[src/rtl/itda_pkg.sv]
`timescale 1ns / 1ps
package itda_pkg;

   localparam int ValueWidth = 64;
   localparam int DigitCount = 19;
   localparam int BcdWidth   = 4 * DigitCount;
   localparam int CharWidth  = 6;
   localparam int StepWidth  = $clog2(ValueWidth);
   localparam int RemWidth   = $clog2(DigitCount + 1);

   localparam logic [CharWidth-1:0] CHAR_ZERO  = 6'd48;
   localparam logic [CharWidth-1:0] CHAR_MINUS = 6'd45;

   typedef enum logic [2:0] {
      ST_IDLE,
      ST_CONVERT,
      ST_SKIP,
      ST_EMIT
   } state_type;

   typedef enum logic [1:0] {
      OP_HOLD,
      OP_LOAD,
      OP_DABBLE,
      OP_DIGIT
   } op_type;

   typedef struct packed {
      op_type op;
      logic   emit_sign;
      logic   emit_digit;
      logic   last;
   } ctrl_type;

   typedef struct packed {
      logic       negative;
      logic [3:0] top_digit;
   } status_type;

endpackage

[src/rtl/itda_bcd_unit.sv]
`timescale 1ns / 1ps
module itda_bcd_unit (
   input  logic                                 clock,
   input  itda_pkg::ctrl_type                   ctrl,
   input  logic signed [itda_pkg::ValueWidth-1:0] req_value,
   output itda_pkg::status_type                 status
);
   import itda_pkg::*;

   logic [ValueWidth-1:0] bin_ff, bin_in;
   logic [BcdWidth-1:0]   bcd_ff, bcd_in;
   logic                  neg_ff, neg_in;
   logic [BcdWidth-1:0]   adj;

   // add-3 correction on every digit before the shift
   always_comb begin
      logic [3:0] dig;
      dig = '0;
      for (int i = 0; i < DigitCount; i++) begin
         dig = bcd_ff[4*i +: 4];
         adj[4*i +: 4] = (dig >= 4'd5) ? dig + 4'd3 : dig;
      end
   end

   always_comb begin
      bin_in = bin_ff;
      bcd_in = bcd_ff;
      neg_in = neg_ff;
      unique case (ctrl.op)
         OP_LOAD: begin
            neg_in = req_value[ValueWidth-1];
            bin_in = req_value[ValueWidth-1] ? (~req_value + 64'd1) : req_value;
            bcd_in = '0;
         end
         OP_DABBLE: begin
            {bcd_in, bin_in} = {adj[BcdWidth-2:0], bin_ff, 1'b0};
         end
         OP_DIGIT: begin
            bcd_in = {bcd_ff[BcdWidth-5:0], 4'd0};
         end
         default: begin
         end
      endcase
   end

   always_ff @(posedge clock) begin
      bin_ff <= bin_in;
      bcd_ff <= bcd_in;
      neg_ff <= neg_in;
   end

   assign status.negative  = neg_ff;
   assign status.top_digit = bcd_ff[BcdWidth-1 -: 4];

endmodule

[src/rtl/itda_seq.sv]
`timescale 1ns / 1ps
module itda_seq (
   input  logic                 clock,
   input  logic                 reset,
   input  logic                 start,
   input  itda_pkg::status_type status,
   output logic                 busy,
   output itda_pkg::ctrl_type   ctrl
);
   import itda_pkg::*;

   localparam logic [StepWidth-1:0] LastStep  = StepWidth'(ValueWidth - 1);
   localparam logic [RemWidth-1:0]  AllDigits = RemWidth'(DigitCount);
   localparam logic [StepWidth-1:0] StepOne   = StepWidth'(1);
   localparam logic [RemWidth-1:0]  RemOne    = RemWidth'(1);

   state_type            state_ff, state_in;
   logic [StepWidth-1:0] step_ff, step_in;
   logic [RemWidth-1:0]  rem_ff, rem_in;

   always_ff @(posedge clock) begin
      if (reset) begin
         state_ff <= ST_IDLE;
         step_ff  <= '0;
         rem_ff   <= '0;
      end else begin
         state_ff <= state_in;
         step_ff  <= step_in;
         rem_ff   <= rem_in;
      end
   end

   always_comb begin
      state_in        = state_ff;
      step_in         = step_ff;
      rem_in          = rem_ff;
      ctrl.op         = OP_HOLD;
      ctrl.emit_sign  = 1'b0;
      ctrl.emit_digit = 1'b0;
      ctrl.last       = 1'b0;
      unique case (state_ff)
         ST_IDLE: begin
            if (start) begin
               ctrl.op  = OP_LOAD;
               step_in  = '0;
               state_in = ST_CONVERT;
            end
         end
         ST_CONVERT: begin
            ctrl.op        = OP_DABBLE;
            ctrl.emit_sign = (step_ff == '0) && status.negative;
            step_in        = step_ff + StepOne;
            if (step_ff == LastStep) begin
               rem_in   = AllDigits;
               state_in = ST_SKIP;
            end
         end
         ST_SKIP: begin
            // drop leading zeros, keep at least one digit
            if (status.top_digit == 4'd0 && rem_ff != RemOne) begin
               ctrl.op = OP_DIGIT;
               rem_in  = rem_ff - RemOne;
            end else begin
               state_in = ST_EMIT;
            end
         end
         ST_EMIT: begin
            ctrl.op         = OP_DIGIT;
            ctrl.emit_digit = 1'b1;
            ctrl.last       = (rem_ff == RemOne);
            rem_in          = rem_ff - RemOne;
            if (rem_ff == RemOne) begin
               state_in = ST_IDLE;
            end
         end
         default: begin
            state_in = ST_IDLE;
         end
      endcase
   end

   assign busy = (state_ff != ST_IDLE);

endmodule

[src/rtl/int_to_decimal_ascii.sv]
`timescale 1ns / 1ps
// Channel    Transfer when        Ports
// request    start && !busy       req_value[63:0] (signed)
// response   rsp_valid            rsp_ascii_char[5:0], rsp_last
//
// A number takes one double-dabble step per input bit on the shared BCD
// shifter, then drops leading zeros, leaves the skip state and sends the
// digits: busy stays high equally long after the transfer for any value.
// A minus sign goes out during the conversion; the last digit shows in the
// same cycle that busy falls. Results are registered and shown for one cycle
// each; the receiver cannot stall. Synchronous reset returns to idle.
module int_to_decimal_ascii (
   input  logic                                    clock,
   input  logic                                    reset,
   input  logic                                    start,
   output logic                                    busy,
   input  logic signed [itda_pkg::ValueWidth-1:0]  req_value,
   output logic                                    rsp_valid,
   output logic [itda_pkg::CharWidth-1:0]          rsp_ascii_char,
   output logic                                    rsp_last
);
   import itda_pkg::*;

   ctrl_type   ctrl;
   status_type status;

   logic                 rsp_valid_ff, rsp_valid_in;
   logic [CharWidth-1:0] rsp_char_ff, rsp_char_in;
   logic                 rsp_last_ff, rsp_last_in;

   itda_seq u_seq (
      .clock  (clock),
      .reset  (reset),
      .start  (start),
      .status (status),
      .busy   (busy),
      .ctrl   (ctrl)
   );

   itda_bcd_unit u_bcd (
      .clock     (clock),
      .ctrl      (ctrl),
      .req_value (req_value),
      .status    (status)
   );

   always_comb begin
      rsp_valid_in = ctrl.emit_sign | ctrl.emit_digit;
      rsp_char_in  = ctrl.emit_sign ? CHAR_MINUS : CHAR_ZERO + {2'b00, status.top_digit};
      rsp_last_in  = ctrl.emit_digit & ctrl.last;
   end

   always_ff @(posedge clock) begin
      if (reset) begin
         rsp_valid_ff <= 1'b0;
      end else begin
         rsp_valid_ff <= rsp_valid_in;
      end
      rsp_char_ff <= rsp_char_in;
      rsp_last_ff <= rsp_last_in;
   end

   assign rsp_valid      = rsp_valid_ff;
   assign rsp_ascii_char = rsp_char_ff;
   assign rsp_last       = rsp_last_ff;

   a_accept_busy: assert property (@(posedge clock) disable iff (reset)
      start && !busy |=> busy)
      else $error("transfer did not start conversion");

   a_last_idle: assert property (@(posedge clock) disable iff (reset)
      rsp_valid && rsp_last |-> !busy)
      else $error("last character while still busy");

   a_minus_not_last: assert property (@(posedge clock) disable iff (reset)
      rsp_valid && rsp_ascii_char == CHAR_MINUS |-> !rsp_last)
      else $error("minus sign marked last");

   a_sign_first: assert property (@(posedge clock) disable iff (reset)
      $rose(busy) |=> rsp_valid == $past(req_value[ValueWidth-1], 2))
      else $error("minus sign missing or spurious");

endmodule
[config.mk]
export PLATFORM = sky130hd
export DESIGN_NAME = int_to_decimal_ascii
export DESIGN_NICKNAME = d
export VERILOG_FILES = /design/src/rtl/itda_pkg.sv /design/src/rtl/itda_bcd_unit.sv /design/src/rtl/itda_seq.sv /design/src/rtl/int_to_decimal_ascii.sv
export SDC_FILE = /design/constraint.sdc
export NUM_CORES = 1
export LEC_CHECK = 0
export BUFFER_PORTS_ARGS = -buffer_cell sky130_fd_sc_hd__clkbuf_2
export CORE_ASPECT_RATIO = 1.5
export CORE_MARGIN = 3
export CORE_UTILIZATION = 33
export DETAILED_ROUTE_END_ITERATION = 10
export HOLD_SLACK_MARGIN = 0.05
export PLACE_DENSITY_LB_ADDON = 0.1
export SYNTH_ARGS = -nofsm -noshare
export SYNTH_HDL_FRONTEND = slang
export SYNTH_SLANG_ARGS = --single-unit
export TNS_END_PERCENT = 5
[constraint.sdc]
create_clock -name clock -period 8 [get_ports clock]
set_input_delay 0.4 -clock clock [delete_from_list [all_inputs] [get_ports clock]]
set_output_delay 0.4 -clock clock [all_outputs]
set_load 0.02 [all_outputs]
==> metrics.md <==
| Metric | Value |
|---|---|
| Status | `complete, no violations` |
| Grt ovf | `0` |
| RSZ-0062 raised after global routing | `no` |
| Fin util | `37.7%` |
| Rel. slew slack | `30.0%` |
| Clk pin slew, worst setup/hold paths | `70 ps` |
| Core area | `31100 um^2` |
| Buf+Inv Stages, Crit Path | `2` |
| WL/cell | `17.5 um` |
| Worst Tran Pin Value | `1050 ps` |
| Clock buffer depth | `2` |
| Power density over the cells | `378 nW/um^2` |
| Worst vdd ir | `0.000205 V` |
| Hold Startpoint | `req_value[0]` |
| Multi-input gate area in the final layout | `5390 um^2` |
| Std cell rows | `79` |
| Fraction of the mapped netlist area in simple logic gates | `20.7%` |
| Die Y-Extent | `224 um` |
| Synth warn | `0` |
| Number of synthesized register bits | `161` |
| Async set or reset register ratio after synthesis | `0%` |
| Vias | `8569` |
| Mux cell area share after synthesis | `1.23%` |
| Pin count of the biggest net entering global routing | `77` |
| P&R area growth vs syn | `12.4%` |
| Req. time, crit path | `8070 ps` |
| Mean post-synth cell area | `9.43 um^2` |
| Final Hold Violating Endpoints | `0` |
| Total power | `4.43 mW` |
| Hold Slack | `307 ps` |
| Hold Path Cell Cnt | `3` |
| Storage cell area | `4630 um^2` |
| Critical path fanouts, max | `64` |
| Final period util | `40.6%` |
| R2r endpoint | `u_bcd.bin_ff[33]` |
| Worst skew pair latency | `450 ps` |
| Max Slew Vio Count | `0` |
| Root Driver | `clkbuf_16` |
| Die width | `151 um` |
| Slowest stage delay, CP | `690 ps` |
| MaxCap Viol Count | `0` |
| Share of layout cells above drive strength 1 | `12.8%` |
| PnR worst setup slack | `4750 ps` |
| Pre-CTS setup slack | `4740 ps` |
| # clock sinks | `161` |
| Top Ports | `76` |
| Number of synthesized flops with an enable pin | `141` |
| CTS tree | `built` |
| Initial Util | `33.6%` |
| Antenna cell count | `0` |
| Vias per cell | `5.44` |
| Synthesized area | `10400 um^2` |
| Fin nets | `1271` |
| Final setup TNS | `0 ps` |
| Critical-path cell list | `inv_1 -> ha_1 -> or4b_2 -> a21oi_1 -> nor3b_1 -> or2_2 -> buf_4` |
| R2R setup slack | `4750 ps` |
| Final setup vio count | `0` |
| Crit start category | `flip-flop` |
| Initial antenna violation count | `0` |
| R2R cell count | `7` |
| Post-Layout Cell Count | `1575` |
| Fmax | `0.308 GHz` |
| Primary FF master, synth | `edfxtp_1` |
| H-tree depth | `4` |
| Worst Skew | `8.08 ps` |
| Tot GR Track Use | `16.6%` |
| First-pass GRT wire length | `44900 um` |
| Post-CTS Setup Inserts | `0` |
| Cells after synthesis | `1108` |
| Placed Instances | `1543` |
| Tightest Hold Check Type | `input pin to flip-flop` |
| Fillers | `3176` |
| XOR/XNOR Fraction of Synth Area | `5.37%` |
| Worst Setup End Kind | `flip-flop` |
| Slowest-stage cell, CP | `buf_4` |
| DP Area | `11200 um^2` |
| Hold worst-path end | `u_bcd.bin_ff[0]` |
| Drc violations | `0` |
| Reg2reg start | `u_seq.rem_ff[1]` |
| Num CTS Buffers | `17` |
| DR iter-0 viols | `588` |
| Synth Area in Adders | `5.63%` |
| Netlist cell types | `69` |
| Final Critical Period | `3250 ps` |
| Cts-stage hold buffer count | `0` |
| Full die area | `33900 um^2` |
| Largest family of logic cells by synthesized area | `simple AND/OR/NAND/NOR gates` |
| CP Class | `flip-flop to flip-flop` |
| Compound-Gate Fraction of Synth Area | `18.3%` |
| Syn nets | `1222` |
| Post-cts resize count | `0` |
| First-pass iteration count of the detailed router | `7` |
| CP top delay family | `simple AND/OR/NAND/NOR gates` |
| DP Wirelength | `18300 um` |
| LEAKAGE | `4.19 nW` |
| DRT Wirelength | `27500 um` |
| Routability Congestion | `0.786` |
| Vias in the first global route | `8687` |
| CP arrival | `3320 ps` |
| Sequential area share after synthesis | `44.4%` |
| Antenna viol nets, final | `0` |
| Cell area after layout | `11700 um^2` |
| PortBufs | `74` |
==> sequential cells by signal, summed over array words and instances, names as in the netlist <==
| register | flops |
|---|---|
| u_seq.rem_ff | 5 |
| u_seq.step_ff | 6 |
| u_bcd.neg_ff | 1 |
| rsp_ascii_char | 5 |
| u_seq.state_ff | 2 |
| rsp_valid | 1 |
| rsp_last | 1 |
| u_bcd.bcd_ff | 76 |
| u_bcd.bin_ff | 64 |
==> final cells by class <==
cell class	count	share of cell area (%)
sequential	161	39.5
clock buffer	22	3.95
inverter	59	1.89
tap	405	4.32
timing repair buffer	85	3.86
clock inverter	10	0.618
multi-input combinational	833	45.9
==> worst max path at each step <==
stage                            startpoint               end  slack (ps)  depth (start not counted)
after floorplan           u_seq.state_ff[1]   u_bcd.bcd_ff[0]        3840                          7
after global placement      u_seq.rem_ff[1]  u_bcd.bin_ff[30]        4800                          7
after detailed placement    u_seq.rem_ff[1]  u_bcd.bin_ff[36]        4740                          7
after CTS                   u_seq.rem_ff[1]  u_bcd.bin_ff[48]        4720                          7
after global routing        u_seq.rem_ff[1]  u_bcd.bin_ff[44]        4550                          7
final                       u_seq.rem_ff[1]  u_bcd.bin_ff[33]        4750                          7
==> kinds of logic (layout without fill, tap and decap cells) <==
family	Yosys count	count (layout)
flops	161	161
simple gates	409	409
compound gates	300	300
buf+inv	114	176
mux	12	12
other cells	1	1
xor+xnor	64	64
fa+ha+maj	47	47
==> report_power, final <==
| part | total (mW) | internal (mW) | switching [mW] |
|---|---|---|---|
| Clock | 0.781 | 0.417 | 0.364 |
| Sequential | 1.87 | 1.56 | 0.303 |
| Combinational | 1.78 | 0.662 | 1.12 |
| Total | 4.43 | 2.64 | 1.79 |
==> cells in the final DEF (no fill, tap or decap), types with 4 or more instances in the layout <==
cell type | Yosys | final
a21oi_1 | 52 | 52
a221oi_1 | 9 | 9
a22o_1 | 27 | 27
a22oi_1 | 8 | 8
a31o_2 | 4 | 4
a31oi_1 | 7 | 7
and3_1 | 7 | 7
buf_4 | 1 | 11
clkbuf_16 | 0 | 17
clkbuf_2 | 0 | 74
dfxtp_1 | 20 | 20
edfxtp_1 | 141 | 141
ha_1 | 47 | 46
inv_1 | 58 | 58
inv_6 | 0 | 4
mux2_2 | 7 | 7
mux2i_1 | 5 | 5
nand2_1 | 131 | 131
nand2b_1 | 29 | 29
nand3_1 | 30 | 29
nand3b_1 | 6 | 6
nand4_1 | 18 | 18
nor2_1 | 42 | 42
nor2b_1 | 11 | 11
nor3_1 | 34 | 34
nor3b_1 | 22 | 22
nor4_1 | 15 | 15
o211ai_1 | 4 | 4
o21ai_0 | 121 | 121
o311ai_0 | 4 | 4
o31ai_1 | 27 | 27
o41ai_1 | 10 | 10
or2_2 | 11 | 11
or3_1 | 22 | 22
or4_1 | 15 | 15
xnor2_1 | 31 | 31
xor2_1 | 33 | 33
==> per-layer routing <==
metal	routed length, um	track usage, %
met1	11900	19.9
met2	14000	29.0
met3	1030	3.54
met4	571	5.85
met5	0	0
==> tightest hold or removal path, stage by stage <==
cell	delay [ps]
clkbuf_2	110
inv_1	60
nor2_1	70
==> cell usage after synthesis (all sizes together), types with 4 or more instances <==
cell type | instances | share of area, %
edfxtp | 141 | 41
nand2 | 131 | 4.7
o21ai | 122 | 5.8
inv | 58 | 2.1
a21oi | 52 | 2.5
ha | 47 | 5.6
clkbuf | 46 | 1.7
nor2 | 42 | 1.5
nor3 | 34 | 1.6
xor2 | 33 | 2.8
xnor2 | 31 | 2.6
nand3 | 30 | 1.4
nand2b | 29 | 1.7
a22o | 27 | 2.3
o31ai | 27 | 1.9
or3 | 23 | 1.4
nor3b | 22 | 1.6
dfxtp | 20 | 3.8
nand4 | 18 | 1.1
or4 | 18 | 1.4
nor4 | 17 | 1.2
nor2b | 11 | 0.66
or2 | 11 | 0.66
o41ai | 10 | 0.84
a221oi | 9 | 0.75
a22oi | 8 | 0.57
and3 | 8 | 0.49
buf | 8 | 0.43
a31oi | 7 | 0.42
mux2 | 7 | 0.75
nand3b | 6 | 0.43
mux2i | 5 | 0.48
a31o | 4 | 0.34
o211ai | 4 | 0.29
o311ai | 4 | 0.34
Power figures use the tool's default switching activity.
